### config.mk
export PLATFORM = sky130hd
export DESIGN_NAME = epoch_seconds_to_date
export DESIGN_NICKNAME = d
export VERILOG_FILES = /design/src/rtl/core/es2d_pkg.sv /design/src/rtl/core/es2d_seq.sv /design/src/rtl/core/es2d_datapath.sv /design/src/rtl/core/epoch_seconds_to_date.sv
export SDC_FILE = /design/constraint.sdc
export NUM_CORES = 1
export LEC_CHECK = 0
export BUFFER_PORTS_ARGS = -buffer_cell sky130_fd_sc_hd__buf_2
export CORE_ASPECT_RATIO = 1.1
export CORE_UTILIZATION = 30
export CTS_BUF_LIST = sky130_fd_sc_hd__clkbuf_16
export DETAILED_ROUTE_END_ITERATION = 12
export GPL_ROUTABILITY_DRIVEN = 0
export GPL_TIMING_DRIVEN = 0
export MAX_ROUTING_LAYER = met4
export PLACE_DENSITY = 0.49
export SLEW_MARGIN = 30
export SYNTH_ARGS = -nofsm -noshare
export SYNTH_HDL_FRONTEND = slang
export SYNTH_SLANG_ARGS = --single-unit
### constraint.sdc
create_clock -name clk -period 7.4 [get_ports clk]
set_clock_uncertainty 0.2 [all_clocks]
set_input_delay 0.37 -clock clk [delete_from_list [all_inputs] [get_ports clk]]
set_output_delay 0.37 -clock clk [all_outputs]
set_load 0.005 [all_outputs]
### src/rtl/core/es2d_pkg.sv
// ----------------------------------------------------------------------------
// es2d_pkg
// Types, constants and the microprogram of the seconds-to-date converter.
// ----------------------------------------------------------------------------
`default_nettype none

package es2d_pkg;

	localparam int unsigned SECS_W   = 32;
	localparam int unsigned YEAR_W   = 12;
	localparam int unsigned MONTH_W  = 4;
	localparam int unsigned DAY_W    = 5;
	localparam int unsigned HOUR_W   = 5;
	localparam int unsigned MINUTE_W = 6;
	localparam int unsigned SECOND_W = 6;

	// Whole days since the epoch fit in 16 bits for any 32-bit count.
	localparam int unsigned DAYS_W    = 16;
	// Seconds of the day, and seconds left within the hour.
	localparam int unsigned TOD_W     = 17;
	localparam int unsigned MIN_REM_W = 12;
	localparam int unsigned PC_W      = 4;
	localparam int unsigned PROG_LEN  = 11;

	localparam logic [TOD_W-1:0]    SECS_PER_DAY  = 17'd86400;
	localparam logic [TOD_W-1:0]    SECS_PER_HOUR = 17'd3600;
	localparam logic [SECOND_W-1:0] SECS_PER_MIN  = 6'd60;

	// Each quotient is the top bits of the dividend, shifted right by the
	// divisor's power of two, times a rounded-up reciprocal of the odd part.
	// The reciprocals are exact over the full range each dividend can take.
	localparam int unsigned DAY_PRE     = 7;
	localparam int unsigned DAY_PROD_W  = 51;
	localparam logic [25:0] DAY_RECIP   = 26'd50903317;
	localparam int unsigned HOUR_PRE    = 4;
	localparam int unsigned HOUR_PROD_W = 26;
	localparam logic [13:0] HOUR_RECIP  = 14'd9321;
	localparam int unsigned MIN_PRE     = 2;
	localparam int unsigned MIN_PROD_W  = 20;
	localparam logic [10:0] MIN_RECIP   = 11'd1093;

	localparam logic [YEAR_W-1:0]  BASE_YEAR   = 12'd1970;
	localparam logic [1:0]         BASE_MOD4   = 2'd2;
	localparam logic [6:0]         BASE_MOD100 = 7'd70;
	localparam logic [8:0]         BASE_MOD400 = 9'd370;
	localparam logic [6:0]         LAST_MOD100 = 7'd99;
	localparam logic [8:0]         LAST_MOD400 = 9'd399;
	localparam logic [8:0]         LEAP_YEAR_DAYS = 9'd366;
	localparam logic [8:0]         YEAR_DAYS      = 9'd365;
	localparam logic [MONTH_W-1:0] FIRST_MONTH = 4'd1;
	localparam logic [MONTH_W-1:0] FEBRUARY    = 4'd2;
	localparam logic [MONTH_W-1:0] LAST_MONTH  = 4'd12;

	typedef enum logic [3:0] {
		OP_NOP,
		OP_LOAD,
		OP_DAYS,
		OP_TOD,
		OP_HOUR,
		OP_MIN_REM,
		OP_MINUTE,
		OP_SECOND,
		OP_YEAR,
		OP_MONTH,
		OP_EMIT
	} op_t;

	typedef enum logic [1:0] {
		COND_NEXT,
		COND_LOOP,
		COND_GOTO
	} cond_t;

	typedef struct packed {
		op_t             op;
		cond_t           cond;
		logic [PC_W-1:0] target;
	} cw_t;

	localparam cw_t UCODE [PROG_LEN] = '{
		'{op: OP_LOAD,    cond: COND_LOOP, target: 4'd0},
		'{op: OP_DAYS,    cond: COND_NEXT, target: 4'd0},
		'{op: OP_TOD,     cond: COND_NEXT, target: 4'd0},
		'{op: OP_HOUR,    cond: COND_NEXT, target: 4'd0},
		'{op: OP_MIN_REM, cond: COND_NEXT, target: 4'd0},
		'{op: OP_MINUTE,  cond: COND_NEXT, target: 4'd0},
		'{op: OP_SECOND,  cond: COND_NEXT, target: 4'd0},
		'{op: OP_YEAR,    cond: COND_LOOP, target: 4'd7},
		'{op: OP_MONTH,   cond: COND_LOOP, target: 4'd8},
		'{op: OP_EMIT,    cond: COND_LOOP, target: 4'd9},
		'{op: OP_NOP,     cond: COND_GOTO, target: 4'd0}
	};

	function automatic logic [4:0] month_days(input logic [MONTH_W-1:0] m, input logic leap);
		logic [4:0] v;
		case (m)
			FEBRUARY:                        v = leap ? 5'd29 : 5'd28;
			4'd4, 4'd6, 4'd9, 4'd11:         v = 5'd30;
			default:                         v = 5'd31;
		endcase
		return v;
	endfunction

endpackage

`default_nettype wire

### src/rtl/core/es2d_seq.sv
// ----------------------------------------------------------------------------
// es2d_seq
// Step counter and microcode ROM; picks the next step from the jump condition.
// ----------------------------------------------------------------------------
`default_nettype none

module es2d_seq
	import es2d_pkg::*;
(
	input  wire  clk,
	input  wire  arst_n,
	input  wire  stay,
	output cw_t  cw
);

	logic [PC_W-1:0] pc_q;
	logic [PC_W-1:0] pc_next;

	assign cw = UCODE[pc_q];

	always_comb begin
		unique case (cw.cond)
			COND_NEXT: pc_next = pc_q + 1'b1;
			COND_LOOP: pc_next = stay ? cw.target : pc_q + 1'b1;
			COND_GOTO: pc_next = cw.target;
			default:   pc_next = '0;
		endcase
	end

	always_ff @(posedge clk or negedge arst_n) begin
		if (!arst_n) begin
			pc_q <= '0;
		end else begin
			pc_q <= pc_next;
		end
	end

`ifndef SYNTHESIS
	a_pc_in_program: assert property (@(posedge clk) disable iff (!arst_n)
		pc_q < PC_W'(PROG_LEN))
		else $error("step counter left the microprogram");

	a_goto_returns_to_load: assert property (@(posedge clk) disable iff (!arst_n)
		cw.cond == COND_GOTO |=> cw.op == OP_LOAD)
		else $error("end of program did not return to load step");
`endif

endmodule

`default_nettype wire

### src/rtl/core/es2d_datapath.sv
// ----------------------------------------------------------------------------
// es2d_datapath
// Reciprocal-multiply splitting, year and month removal, and the result
// registers.
// ----------------------------------------------------------------------------
`default_nettype none

module es2d_datapath
	import es2d_pkg::*;
(
	input  wire                  clk,
	input  wire                  arst_n,
	input  cw_t                  cw,
	output logic                 stay,
	input  wire                  in_valid,
	output logic                 in_ready,
	input  wire [SECS_W-1:0]     epoch_seconds,
	output logic                 out_valid,
	input  wire                  out_ready,
	output logic [YEAR_W-1:0]    year,
	output logic [MONTH_W-1:0]   month,
	output logic [DAY_W-1:0]     day,
	output logic [HOUR_W-1:0]    hour,
	output logic [MINUTE_W-1:0]  minute,
	output logic [SECOND_W-1:0]  second
);

	logic [SECS_W-1:0]   rem_q;
	logic [DAYS_W-1:0]   days_q;
	logic [YEAR_W-1:0]   year_q;
	logic [1:0]          mod4_q;
	logic [6:0]          mod100_q;
	logic [8:0]          mod400_q;
	logic [MONTH_W-1:0]  month_q;
	logic [HOUR_W-1:0]   hour_q;
	logic [MINUTE_W-1:0] minute_q;
	logic [SECOND_W-1:0] second_q;

	logic [DAY_PROD_W-1:0]  day_prod;
	logic [SECS_W-1:0]      day_secs;
	logic [HOUR_PROD_W-1:0] hour_prod;
	logic [TOD_W-1:0]       hour_secs;
	logic [MIN_PROD_W-1:0]  min_prod;
	logic [SECOND_W-1:0]    min_secs_lo;
	logic                   leap;
	logic [8:0]             ylen;
	logic [4:0]             mlen;
	logic                   year_fit;
	logic                   month_fit;

	// Each product is read in its own step, one multiply per step.
	assign day_prod    = DAY_PROD_W'(rem_q[SECS_W-1:DAY_PRE]) * DAY_PROD_W'(DAY_RECIP);
	assign day_secs    = SECS_W'(days_q) * SECS_W'(SECS_PER_DAY);
	assign hour_prod   = HOUR_PROD_W'(rem_q[TOD_W-1:HOUR_PRE]) * HOUR_PROD_W'(HOUR_RECIP);
	assign hour_secs   = TOD_W'(hour_q) * SECS_PER_HOUR;
	assign min_prod    = MIN_PROD_W'(rem_q[MIN_REM_W-1:MIN_PRE]) * MIN_PROD_W'(MIN_RECIP);
	// The seconds are below 64, so the low bits of the difference suffice.
	assign min_secs_lo = minute_q * SECS_PER_MIN;

	assign leap      = ((mod4_q == 2'd0) && (mod100_q != 7'd0)) || (mod400_q == 9'd0);
	assign ylen      = leap ? LEAP_YEAR_DAYS : YEAR_DAYS;
	assign mlen      = month_days(month_q, leap);
	assign year_fit  = days_q >= {{(DAYS_W-9){1'b0}}, ylen};
	assign month_fit = (month_q != LAST_MONTH) && (days_q >= {{(DAYS_W-5){1'b0}}, mlen});

	assign in_ready  = cw.op == OP_LOAD;
	assign out_valid = cw.op == OP_EMIT;

	always_comb begin
		case (cw.op)
			OP_LOAD:  stay = !in_valid;
			OP_YEAR:  stay = year_fit;
			OP_MONTH: stay = month_fit;
			OP_EMIT:  stay = !out_ready;
			default:  stay = 1'b0;
		endcase
	end

	// The year and its leap trackers, which must agree after reset.
	always_ff @(posedge clk or negedge arst_n) begin
		if (!arst_n) begin
			year_q   <= BASE_YEAR;
			mod4_q   <= BASE_MOD4;
			mod100_q <= BASE_MOD100;
			mod400_q <= BASE_MOD400;
		end else begin
			case (cw.op)
				OP_LOAD: begin
					year_q   <= BASE_YEAR;
					mod4_q   <= BASE_MOD4;
					mod100_q <= BASE_MOD100;
					mod400_q <= BASE_MOD400;
				end
				OP_YEAR: begin
					if (year_fit) begin
						year_q   <= year_q + 1'b1;
						mod4_q   <= mod4_q + 1'b1;
						mod100_q <= (mod100_q == LAST_MOD100) ? 7'd0 : mod100_q + 1'b1;
						mod400_q <= (mod400_q == LAST_MOD400) ? 9'd0 : mod400_q + 1'b1;
					end
				end
				default: begin
				end
			endcase
		end
	end

	always_ff @(posedge clk) begin
		case (cw.op)
			OP_LOAD: begin
				rem_q   <= epoch_seconds;
				month_q <= FIRST_MONTH;
			end
			OP_DAYS: begin
				days_q <= day_prod[DAY_PROD_W-1 -: DAYS_W];
			end
			OP_TOD: begin
				rem_q <= rem_q - day_secs;
			end
			OP_HOUR: begin
				hour_q <= hour_prod[HOUR_PROD_W-1 -: HOUR_W];
			end
			OP_MIN_REM: begin
				rem_q <= rem_q - SECS_W'(hour_secs);
			end
			OP_MINUTE: begin
				minute_q <= min_prod[MIN_PROD_W-1 -: MINUTE_W];
			end
			OP_SECOND: begin
				second_q <= rem_q[SECOND_W-1:0] - min_secs_lo;
			end
			OP_YEAR: begin
				if (year_fit) begin
					days_q <= days_q - {{(DAYS_W-9){1'b0}}, ylen};
				end
			end
			OP_MONTH: begin
				if (month_fit) begin
					days_q  <= days_q - {{(DAYS_W-5){1'b0}}, mlen};
					month_q <= month_q + 1'b1;
				end
			end
			default: begin
			end
		endcase
	end

	assign year   = year_q;
	assign month  = month_q;
	assign day    = days_q[DAY_W-1:0] + 1'b1;
	assign hour   = hour_q;
	assign minute = minute_q;
	assign second = second_q;

`ifndef SYNTHESIS
	a_mod4_tracks_year: assert property (@(posedge clk) disable iff (!arst_n)
		mod4_q == year_q[1:0])
		else $error("leap tracker out of step with the year");

	a_tod_in_day: assert property (@(posedge clk) disable iff (!arst_n)
		cw.op == OP_HOUR |-> rem_q < SECS_W'(SECS_PER_DAY))
		else $error("time of day not below one day");

	a_month_range: assert property (@(posedge clk) disable iff (!arst_n)
		out_valid |-> (month_q >= FIRST_MONTH) && (month_q <= LAST_MONTH))
		else $error("month out of range at result");

	a_day_fits_month: assert property (@(posedge clk) disable iff (!arst_n)
		out_valid |-> days_q < {{(DAYS_W-5){1'b0}}, mlen})
		else $error("day remainder exceeds the month length");
`endif

endmodule

`default_nettype wire

### src/rtl/core/epoch_seconds_to_date.sv
// ----------------------------------------------------------------------------
// epoch_seconds_to_date
// Converts a 32-bit count of seconds since 1970-01-01 00:00:00 to a
// Gregorian date and time of day.
// ----------------------------------------------------------------------------
// Usage: the input channel (in_valid, in_ready, epoch_seconds) takes one
// transaction while the block is waiting at its load step; in_ready is low
// at all other times. The result (year, month, day, hour, minute, second)
// is offered on the output channel (out_valid, out_ready) and held until
// the receiver takes the transaction; a stalled receiver simply keeps the
// block at its emit step. One item is converted at a time.
// After the input transaction the microcoded sequencer spends six single
// steps on days, time of day, hour, minutes and seconds by reciprocal
// multiplication, then removes one year per step (0 to 136 years) and
// one month per step (0 to 11 months), leaving each loop at the step on
// which nothing more fits. After the output transaction, a no-op step
// returns the sequencer to the load step before in_ready rises again.
// Reset puts the step counter at the load step; no result is pending.
// ----------------------------------------------------------------------------
`default_nettype none

module epoch_seconds_to_date
	import es2d_pkg::*;
(
	input  wire                  clk,
	input  wire                  arst_n,
	input  wire                  in_valid,
	output logic                 in_ready,
	input  wire [SECS_W-1:0]     epoch_seconds,
	output logic                 out_valid,
	input  wire                  out_ready,
	output logic [YEAR_W-1:0]    year,
	output logic [MONTH_W-1:0]   month,
	output logic [DAY_W-1:0]     day,
	output logic [HOUR_W-1:0]    hour,
	output logic [MINUTE_W-1:0]  minute,
	output logic [SECOND_W-1:0]  second
);

	cw_t  cw;
	logic stay;

	es2d_seq u_seq (
		.clk    (clk),
		.arst_n (arst_n),
		.stay   (stay),
		.cw     (cw)
	);

	es2d_datapath u_datapath (
		.clk           (clk),
		.arst_n        (arst_n),
		.cw            (cw),
		.stay          (stay),
		.in_valid      (in_valid),
		.in_ready      (in_ready),
		.epoch_seconds (epoch_seconds),
		.out_valid     (out_valid),
		.out_ready     (out_ready),
		.year          (year),
		.month         (month),
		.day           (day),
		.hour          (hour),
		.minute        (minute),
		.second        (second)
	);

endmodule

`default_nettype wire

== Yosys cells after proc, flatten, opt, wreduce, memory -nomap -nowiden ==
Memory sizes are Yosys's and may differ from the RTL's.
Cells that the tools add are included.

* Memories kept: 1
* Flip-flop bits (word level): 103
* Bits in read-only memories: 160
* Output and inout port bits: 40
* Word-level logic and storage cells: 97
* Input port bits: 36

{| class="wikitable"
|+ Memories
! memory !! depth !! bits a word !! rd ports !! clocked after Yosys merged registers in !! write ports !! line !! source
|-
| (name not given) || 16 || 10 || 1 || 0 || 0 || es2d_seq.sv:19 || <nowiki>assign cw = UCODE[pc_q];</nowiki>
|}

* Bitwise logic cells: 1
* $mul: 6
* Muxes and demuxes: 24
* Add/sub/neg operators: 12
* Reductions and logical operators: 17
* Equality and inequality tests: 22
* Magnitude comparators: 3

{| class="wikitable"
|+ Operator list
! operator !! number
|-
| $pmux W32 S3 || 1
|-
| $mul A25 B26 Y51 const B || 1
|-
| $pmux W16 S3 || 1
|-
| $mux W16 || 2
|-
| $sub A32 B17 Y32 || 1
|-
| $sub A32 B32 Y32 || 1
|-
| $mul A13 B14 Y26 const B || 1
|-
| $mul A16 B10 Y25 const B || 1
|-
| $eq A4 B3 Y1 const B || 6
|-
| $pmux W12 S2 || 1
|-
| $eq A4 B4 Y1 const B || 5
|-
| $mul A10 B11 Y20 const B || 1
|-
| $mux W10 || 2
|-
| $mux W9 || 2
|-
| $pmux W9 S2 || 1
|-
| $ge A16 B5 Y1 || 1
|-
| $ge A16 B9 Y1 || 1
|-
| $sub A16 B5 Y16 || 1
|-
| $sub A16 B9 Y16 || 1
|-
| $mux W7 || 2
|-
| $pmux W7 S2 || 1
|-
| $mul A5 B8 Y13 const B || 1
|-
| $add A12 B1 Y12 const B || 1
|-
| $eq A4 B2 Y1 const B || 3
|-
| 36 further kinds || 46
|}

== Depth between registers and ports, before layout ==
Gate-level depths: netlist (run 1).

* Depth in word-level cells: 10
* Depth in mapped cells: 25
* Mapped depth without buffers: 25

== Modules after synthesis ==
Synthesis (run 1) repeated with hierarchy kept, for this count alone.

* Cell total of the unflattened synthesis: 2433
* Area, all modules: 23188.5 um^2

{| class="wikitable"
|+ By module, submodules not included
! module !! sequential area each (um^2) !! instances !! cells an instance !! area each (um^2)
|-
| es2d_datapath || 2842.7 || 1 || 2381 || 22759.3
|-
| es2d_seq || 100.1 || 1 || 52 || 429.2
|}

== Least setup slack after synthesis (run 1) ==
No wires, ideal clock.

* Path kind: reg2reg
* Start point: register u_datapath.rem_q[30]
* End point: register u_datapath.days_q[15], data pin
* Path buffers: 1
* Setup time: 0.270 ns
* Cell stages (with the launch flop): 23
* Path slack: 0.970 ns
* Data arrival time: 5.960 ns
* Required time: 6.930 ns
* Period minus slack after synthesis: 6.430 ns
* Path through: edfxtp_1 inv_1 ha_1 fa_1 inv_1 fa_1 inv_1 fa_1 inv_1 fa_1 fa_1 ha_1 ha_1 clkbuf_1 a21oi_1 o21ai_0 a221oi_1 nor2_1 a21oi_1 a21oi_1 a2111oi_2 xor2_1 o21ai_0

* Cells in the longest elaborated chain, start to end: 2

{| class="wikitable"
|+ Ends and longest elaborated chain
! element !! line !! source
|-
| start: declaration || es2d_datapath.sv:28 || <nowiki>logic [SECS_W-1:0] rem_q;</nowiki>
|-
| start signal: assignment || es2d_datapath.sv:111 || <nowiki>rem_q <= epoch_seconds;</nowiki>
|-
| start signal: assignment || es2d_datapath.sv:118 || <nowiki>rem_q <= rem_q - day_secs;</nowiki>
|-
| start signal: assignment || es2d_datapath.sv:124 || <nowiki>rem_q <= rem_q - SECS_W'(hour_secs);</nowiki>
|-
| $mul A25 B26 Y51 || es2d_datapath.sv:52 || <nowiki>assign day_prod = DAY_PROD_W'(rem_q[SECS_W-1:DAY_PRE]) * DAY_PROD_W'(DAY_RECIP);</nowiki>
|-
| $pmux W16 S3 || es2d_datapath.sv:109 || <nowiki>case (cw.op)</nowiki>
|-
| end signal: assignment || es2d_datapath.sv:115 || <nowiki>days_q <= day_prod[DAY_PROD_W-1 -: DAYS_W];</nowiki>
|-
| end signal: assignment || es2d_datapath.sv:134 || <nowiki>days_q <= days_q - {{(DAYS_W-9){1'b0}}, ylen};</nowiki>
|-
| end signal: assignment || es2d_datapath.sv:139 || <nowiki>days_q <= days_q - {{(DAYS_W-5){1'b0}}, mlen};</nowiki>
|-
| end: declaration || es2d_datapath.sv:29 || <nowiki>logic [DAYS_W-1:0] days_q;</nowiki>
|}

No other way between the ends.
A chain may end at the register's enable or synchronous reset.

== Worst setup path after layout (run 1) ==
* Start point: register u_datapath.rem_q[24]
* End point: register u_datapath.days_q[5], data pin

Same word-level chain as after synthesis.

==> summary.txt, run 1 <==
Finish
  • Area Overhead vs Synth: 12.0%
  • Final Util: 34.2%
  • # diodes: 0
  • Fin nets: 3,505
  • Non-filler cells in the finished layout: 3,666
  • Share of layout cells above drive strength 1: 9.20%

CTS
  • TritonCTS clock tree: done
  • Clock-pin slew on the worst setup and hold paths: 0.09 ns
  • # clock sinks: 103
  • Root buffer cell: clkbuf_16
  • H-tree depth: 3
  • Clk Latency, worst-skew pair: 0.37 ns
  • TritonCTS Buffers: 9
  • Bufs on Longest Clock Path: 2

Worst setup path
  • Setup crit end: u_datapath.days_q[5]
  • Reg2reg path depth: 19
  • Crit-path max FO: 6
  • Worst r2r src: u_datapath.rem_q[24]
  • Worst Setup End Kind: register
  • Flop2flop setup slack: 0.31 ns
  • WP data arrival: 7.00 ns
  • Worst Setup Path Type: reg -> reg
  • Setup crit start: u_datapath.rem_q[24]
  • CP startpoint kind: register
  • Worst Path Required: 7.30 ns
  • R2r endpoint: u_datapath.days_q[5]

Synthesis
  • Seq/Total Area, Yosys: 12.6%
  • Most frequent cells after synthesis: ha_1 (579), inv_1 (526), fa_1 (255), nand2_1 (125), o21ai_0 (113)
  • Cell with the most instances after synthesis: ha_1
  • Synth Flop Type: edfxtp_1
  • Cell count after synthesis: 2,463
  • Synth cell types: 81
  • Top post-synthesis cells by area: ha_1 (31%), fa_1 (22%), edfxtp_1 (8.9%)
  • Synth area leader: ha_1
  • Async set-reset flop share out of synthesis: 33.0%
  • Post-Syn Area: 23,400 µm²
  • Number of synthesized flops with an enable pin: 69
  • Average size of a mapped cell: 9.49 µm²
  • Synth top area share: 31.0%
  • Syn nets: 3,333
  • #FFs+latches synth: 103
  • Yosys warnings: 0

Detailed routing
  • WL/cell: 18.0 µm
  • DRT Pass-1 Iters: 6
  • Wire length on met1: 29,800 µm
  • Iteration-0 DRC Markers: 879
  • Via/cell ratio: 4.86
  • DR top layer: met4
  • Routed WL: 66,100 µm
  • Vias after detailed routing: 17,800
  • Met2 WL: 33,000 µm
  • DRC Markers: 0
  • Metal3 WL: 1610 µm
  • Routed Antenna Nets: 0

Floorplan
  • Core area: 76,500 µm²
  • Rows: 106
  • Starting density of the core: 30.5%
  • Die height: 295 µm
  • Io pins: 76
  • DIE AREA: 79,000 µm²
  • Die X-Extent: 268 µm

Power and ir drop
  • Peak supply drop: 0.000104 V
  • Tot Pwr: 1140 µW
  • P per Cell Area: 43.5 nW/µm²
  • Pleak: 0.0136 µW

GRT
  • Largest net degree at the start of global routing: 35
  • First-pass GRT wire length: 103,000 µm
  • Overflow after GRT: 0
  • Vias in the first global route: 18,400
  • Initial antenna violation count: 0
  • Total GRT Usage: 17.4%

Timing
  • Fmax: 141 MHz
  • RSZ-0062 raised after global routing: yes
  • Tightest Pin Transition: 0.800 ns
  • Max Slew Vio Count: 0
  • Crit share post-route: 95.9%
  • Hold Vio Cnt, Final: 0
  • Period minus WS final: 7.09 ns
  • Slew HR: 46.6%
  • WHS: 0.0856 ns
  • # setup viols final: 0

Placement
  • HPWL after detailed placement: 55,700 µm
  • PortBufs: 75
  • Placed Instances: 3,569

Outcome
  • Status: completed

Hold path
  • Worst hold path type: in -> reg

Job
  • Total of max-cap violations: 0
==> timing repair <==
action / in CTS / in global routing
pin swaps: 0 / 3
endpoints found under the hold margin: 18 / 0
setup buffers: 62 / 18
gates resized for setup: 8 / 14
hold buffers: 1 / 0
cloned: 0 / 0
endpoints found under the setup margin: 16 / 13
==> through the flow <==
stage	setup slack, ns	cell area [µm²]	setup TNS (ns)
floorplan	0.970	23400	0
global placement	-0.951	25000	-6.38
detailed placement	-0.733	25100	-4.92
CTS	0.00974	26000	0
global route	-0.0171	26200	-0.0171
finish	0.306	26200	0
==> cell type report <==
cell class,count,area (µm²)
Fill cell,7915,50300
Multi-Input combinational cell,1803,18500
Sequential cell,103,2940
Inverter,528,1990
Tap cell,1026,1280
Timing Repair Buffer,161,1100
Clock buffer,9,225
Buffer,29,116
Clock inverter,7,56.3
==> critical path, cell delays in order, from the launching register on <==
cell and delay, ns:
edfxtp_1 0.55, fa_1 0.51, ha_1 0.30, fa_1 0.50
inv_1 0.06, fa_1 0.56, inv_1 0.07, fa_1 0.54
inv_1 0.06, fa_1 0.52, fa_1 0.65, inv_1 0.06
ha_1 0.37, a21oi_1 0.12, a2111oi_0 0.60, o31ai_1 0.17
a31o_2 0.30, o21ai_0 0.32, xnor2_2 0.24, o21ai_0 0.12
==> power by group <==
| part | switching (µW) | total (µW) | internal [µW] |
|---|---|---|---|
| logic | 17.9 | 30.5 | 12.6 |
| clock network | 262 | 496 | 235 |
| registers | 0 | 612 | 612 |
| total | 280 | 1140 | 859 |
==> layout by cell type (no fill, tap or decap), types with 24 or more instances in the layout <==
| master | synthesis | routed |
|---|---|---|
| a21o_1 | 49 | 49 |
| a21oi_1 | 111 | 107 |
| buf_2 | 3 | 78 |
| buf_4 | 1 | 79 |
| clkbuf_1 | 24 | 24 |
| edfxtp_1 | 69 | 69 |
| fa_1 | 255 | 255 |
| ha_1 | 579 | 579 |
| inv_1 | 526 | 526 |
| nand2_1 | 125 | 123 |
| nand3_1 | 41 | 41 |
| nor2_1 | 83 | 83 |
| nor3_1 | 32 | 28 |
| o21ai_0 | 113 | 111 |
| xnor2_1 | 79 | 77 |
| xor2_1 | 53 | 49 |
==> logic make-up after synthesis <==
logic type | after synthesis | synth area share [%]
AND/OR/NAND/NOR | 402 | 8.29
multiplexers | 5 | 0.214
flip-flops | 103 | 12.6
adder cells (fa/ha/maj) | 834 | 52.8
XOR/XNOR | 132 | 4.95
AO/OA/AOI/OAI | 430 | 12.1
buffers and inverters | 557 | 8.98
==> worst min path at each step <==
stage | from | end | slack [ns] | cells past startpoint
4_1_cts | epoch_seconds[8] | u_datapath.rem_q[8] | 0.07 | 3
2_1_floorplan | arst_n | u_datapath.mod100_q[0] | -0.13 | 0
6_report | epoch_seconds[8] | u_datapath.rem_q[8] | 0.09 | 3
3_3_place_gp | u_datapath.rem_q[1] | u_datapath.second[1] | 0.20 | 0
5_1_grt | epoch_seconds[8] | u_datapath.rem_q[8] | 0.08 | 3
3_5_place_dp | u_datapath.rem_q[0] | u_datapath.second[0] | 0.21 | 0
==> flip-flops by register name, indices dropped and copies added, names as in the netlist <==
register             cells
u_seq.pc_q               4
u_datapath.second        6
u_datapath.month         4
u_datapath.mod100_q      7
u_datapath.minute        6
u_datapath.year         12
u_datapath.mod4_q        2
u_datapath.mod400_q      9
u_datapath.hour          5
u_datapath.days_q       16
u_datapath.rem_q        32
==> layer usage <==
metal	up-vias	track usage, %
li1	8638	-
met1	8862	21.7
met2	273	30.2
met3	60	1.11
met4	0	4.45
met5	-	-
No activity file was read; power rests on OpenSTA's default activity.
==> run 2, diff against run 1 <==
--- a/config.mk
+++ b/config.mk
@@ -7,13 +7,14 @@
 export LEC_CHECK = 0
 export BUFFER_PORTS_ARGS = -buffer_cell sky130_fd_sc_hd__buf_2
 export CORE_ASPECT_RATIO = 1.1
-export CORE_UTILIZATION = 30
+export CORE_UTILIZATION = 66
 export CTS_BUF_LIST = sky130_fd_sc_hd__clkbuf_16
 export DETAILED_ROUTE_END_ITERATION = 12
 export GPL_ROUTABILITY_DRIVEN = 0
 export GPL_TIMING_DRIVEN = 0
 export MAX_ROUTING_LAYER = met4
-export PLACE_DENSITY = 0.49
+export PLACE_DENSITY = 0.89
+export REMOVE_ABC_BUFFERS = 1
 export SLEW_MARGIN = 30
 export SYNTH_ARGS = -nofsm -noshare
 export SYNTH_HDL_FRONTEND = slang
==> summary.txt, run 2 (synthesized netlist as in run 1, its figures left out) <==
GRT
  • Largest net degree at the start of global routing: 35 (unchanged)
  • Total GRT Usage: 35.3% (was 17.4%)
  • First-pass GRT wire length: 97,100 µm (was 103,000 µm)
  • Overflow after GRT: 0 (unchanged)
  • Initial antenna violation count: 0 (unchanged)
  • Vias in the first global route: 19,900 (was 18,400)

Detailed routing
  • Vias after detailed routing: 19,000 (was 17,800)
  • DR top layer: met4 (unchanged)
  • Iteration-0 DRC Markers: 1,757 (was 879)
  • DRT Pass-1 Iters: 8 (was 6)
  • Routed WL: 63,000 µm (was 66,100 µm)
  • Met2 WL: 30,600 µm (was 33,000 µm)
  • WL/cell: 20.7 µm (was 18.0 µm)
  • Metal3 WL: 4640 µm (was 1610 µm)
  • Routed Antenna Nets: 0 (unchanged)
  • Via/cell ratio: 6.26 (was 4.86)
  • DRC Markers: 0 (unchanged)
  • Wire length on met1: 23,000 µm (was 29,800 µm)

Placement
  • PortBufs: 75 (unchanged)
  • DP Area: 24,200 µm² (was 25,100 µm²)
  • HPWL after detailed placement: 49,300 µm (was 55,700 µm)

Finish
  • Fillers: 2,155 (was 7,915)
  • Final Util: 72.6% (was 34.2%)
  • Finished Cell Area: 25,100 µm² (was 26,200 µm²)
  • Multi-input gate area: 18,400 µm² (was 18,500 µm²)
  • Max reg flops: 32 (unchanged)
  • Share of layout cells above drive strength 1: 8.23% (was 9.20%)
  • # diodes: 0 (unchanged)
  • FF/Latch Area: 2940 µm² (unchanged)
  • Most frequent cells in the layout: ha_1 (579), inv_1 (526), fa_1 (255), nand2_1 (124) (was ha_1 (579), inv_1 (526), fa_1 (255), nand2_1 (123), o21ai_0 (111))
  • Biggest register: u_datapath.rem_q (unchanged)
  • Commonest non-fill, non-tap cell in the layout: ha_1 (unchanged)
  • Area Overhead vs Synth: 7.43% (was 12.0%)
  • Fin nets: 3,465 (was 3,505)

CTS
  • # clock sinks: 103 (unchanged)
  • H-tree depth: 3 (unchanged)
  • Bufs on Longest Clock Path: 2 (unchanged)
  • Clk Latency, worst-skew pair: 0.37 ns (about the same)
  • TritonCTS clock tree: done (unchanged)
  • TritonCTS Buffers: 9 (unchanged)
  • Clock-pin slew on the worst setup and hold paths: 0.08 ns (was 0.09 ns)
  • Root buffer cell: clkbuf_16 (unchanged)

Worst setup path
  • WP data arrival: 7.22 ns (was 7.00 ns)
  • Worst Path Required: 7.29 ns (was 7.30 ns)
  • Crit-path max FO: 11 (was 6)
  • Worst Setup End Kind: register (unchanged)
  • Reg2reg path depth: 19 (unchanged)
  • Flop2flop setup slack: 0.07 ns (was 0.31 ns)
  • Worst Setup Path Type: reg -> reg (unchanged)
  • CP startpoint kind: register (unchanged)

Outcome
  • Status: completed (unchanged)

Floorplan
  • Starting density of the core: 67.6% (was 30.5%)
  • Die X-Extent: 181 µm (was 268 µm)
  • Io pins: 76 (unchanged)
  • Rows: 71 (was 106)
  • DIE AREA: 36,200 µm² (was 79,000 µm²)
  • Core area: 34,600 µm² (was 76,500 µm²)
  • Die height: 199 µm (was 295 µm)

Timing
  • # setup viols final: 0 (unchanged)
  • Period minus WS final: 7.33 ns (was 7.09 ns)
  • Max Slew Vio Count: 0 (unchanged)
  • Slew HR: 28.7% (was 46.6%)
  • Tightest Pin Transition: 1.06 ns (was 0.800 ns)
  • Hold Vio Cnt, Final: 0 (unchanged)
  • Setup TNS: 0 ns (unchanged)
  • Crit share post-route: 99.0% (was 95.9%)
  • Fmax: 136 MHz (was 141 MHz)

Job
  • Total of max-cap violations: 0 (unchanged)

Power and ir drop
  • P per Cell Area: 44.7 nW/µm² (was 43.5 nW/µm²)
  • Tot Pwr: 1120 µW (was 1140 µW)
  • Peak supply drop: 0.000103 V (was 0.000104 V)
  • Pleak: 0.0135 µW (was 0.0136 µW)

Hold path
  • Worst hold stages: 3 (unchanged)
  • Worst hold path type: in -> reg (unchanged)
run 2: cell types whose count changed in the layout (fill, tap and decap cells not counted), sizes merged:
cell,previous run,this run
buf,165,149
clkbuf,33,9
clkinvlp,1,0
inv,531,532
run 2: per-layer routing:
layer / up-vias / GRT usage [%]
met5: - / -
met4: 0 / 22.6
met3: 335 / 4.43
met2: 1017 / 59.7
met1: 9124 / 39.8
li1: 8550 / -
run 2: path summary, 6_finish.rpt:
check                                         endpoint                 start
worst min-delay path              u_datapath.rem_q[25]     epoch_seconds[25]
worst min register to register    u_datapath.second[1]   u_datapath.rem_q[1]
worst max register to register    u_datapath.days_q[8]  u_datapath.rem_q[10]
min in group asynchronous          u_datapath.year[11]                arst_n
worst max-delay path              u_datapath.days_q[8]  u_datapath.rem_q[10]
max in group asynchronous       u_datapath.mod400_q[2]                arst_n
run 2: worst max-delay path, stage by stage, from the launching register on:
cell and delay [ns]:
edfxtp_1 0.58, buf_8 0.25, inv_1 0.39, fa_1 0.58, fa_1 0.50, fa_1 0.54, inv_1 0.06, ha_1 0.34
fa_1 0.52, fa_1 0.49, ha_1 0.34, and3_1 0.21, o211ai_1 0.10, a31o_2 0.25, o21ai_0 0.31, a31oi_1 0.17
o31ai_2 0.55, a31oi_1 0.23, xor2_1 0.29, o21ai_0 0.12
run 2: cell type report:
type | count | share of cell area [%]
Clock buffer | 9 | 0.897
Clock inverter | 7 | 0.209
Inverter | 528 | 7.89
Multi-Input combinational cell | 1803 | 73.2
Sequential cell | 103 | 11.7
Tap cell | 438 | 2.18
Timing Repair Buffer | 150 | 3.85
run 2: timing repair:
action                                 in CTS  in global routing
endpoints found under the hold margin      18                  0
pin swaps                                   0                  1
buffers inserted                           27                 42
gates resized for setup                     0                  5
setup endpoints to repair                  10                 10
hold buffers                                1                  0
run 2: per-stage QoR:
step                      worst slack, ns  hold WS, ns  std cells
after detailed placement           -0.260        0.244       2951
after global placement             -0.332        0.241       2947
final                              0.0712       0.0874       3038
after global routing              -0.0617        0.105       3038
after CTS                         0.00466       0.0887       2995
after floorplan                     0.972       -0.126       2434
run 2: report_power, final:
part | switching [µW] | internal [µW]
clock network | 248 | 233
logic | 15.8 | 12.6
registers | 0 | 612
total | 264 | 858
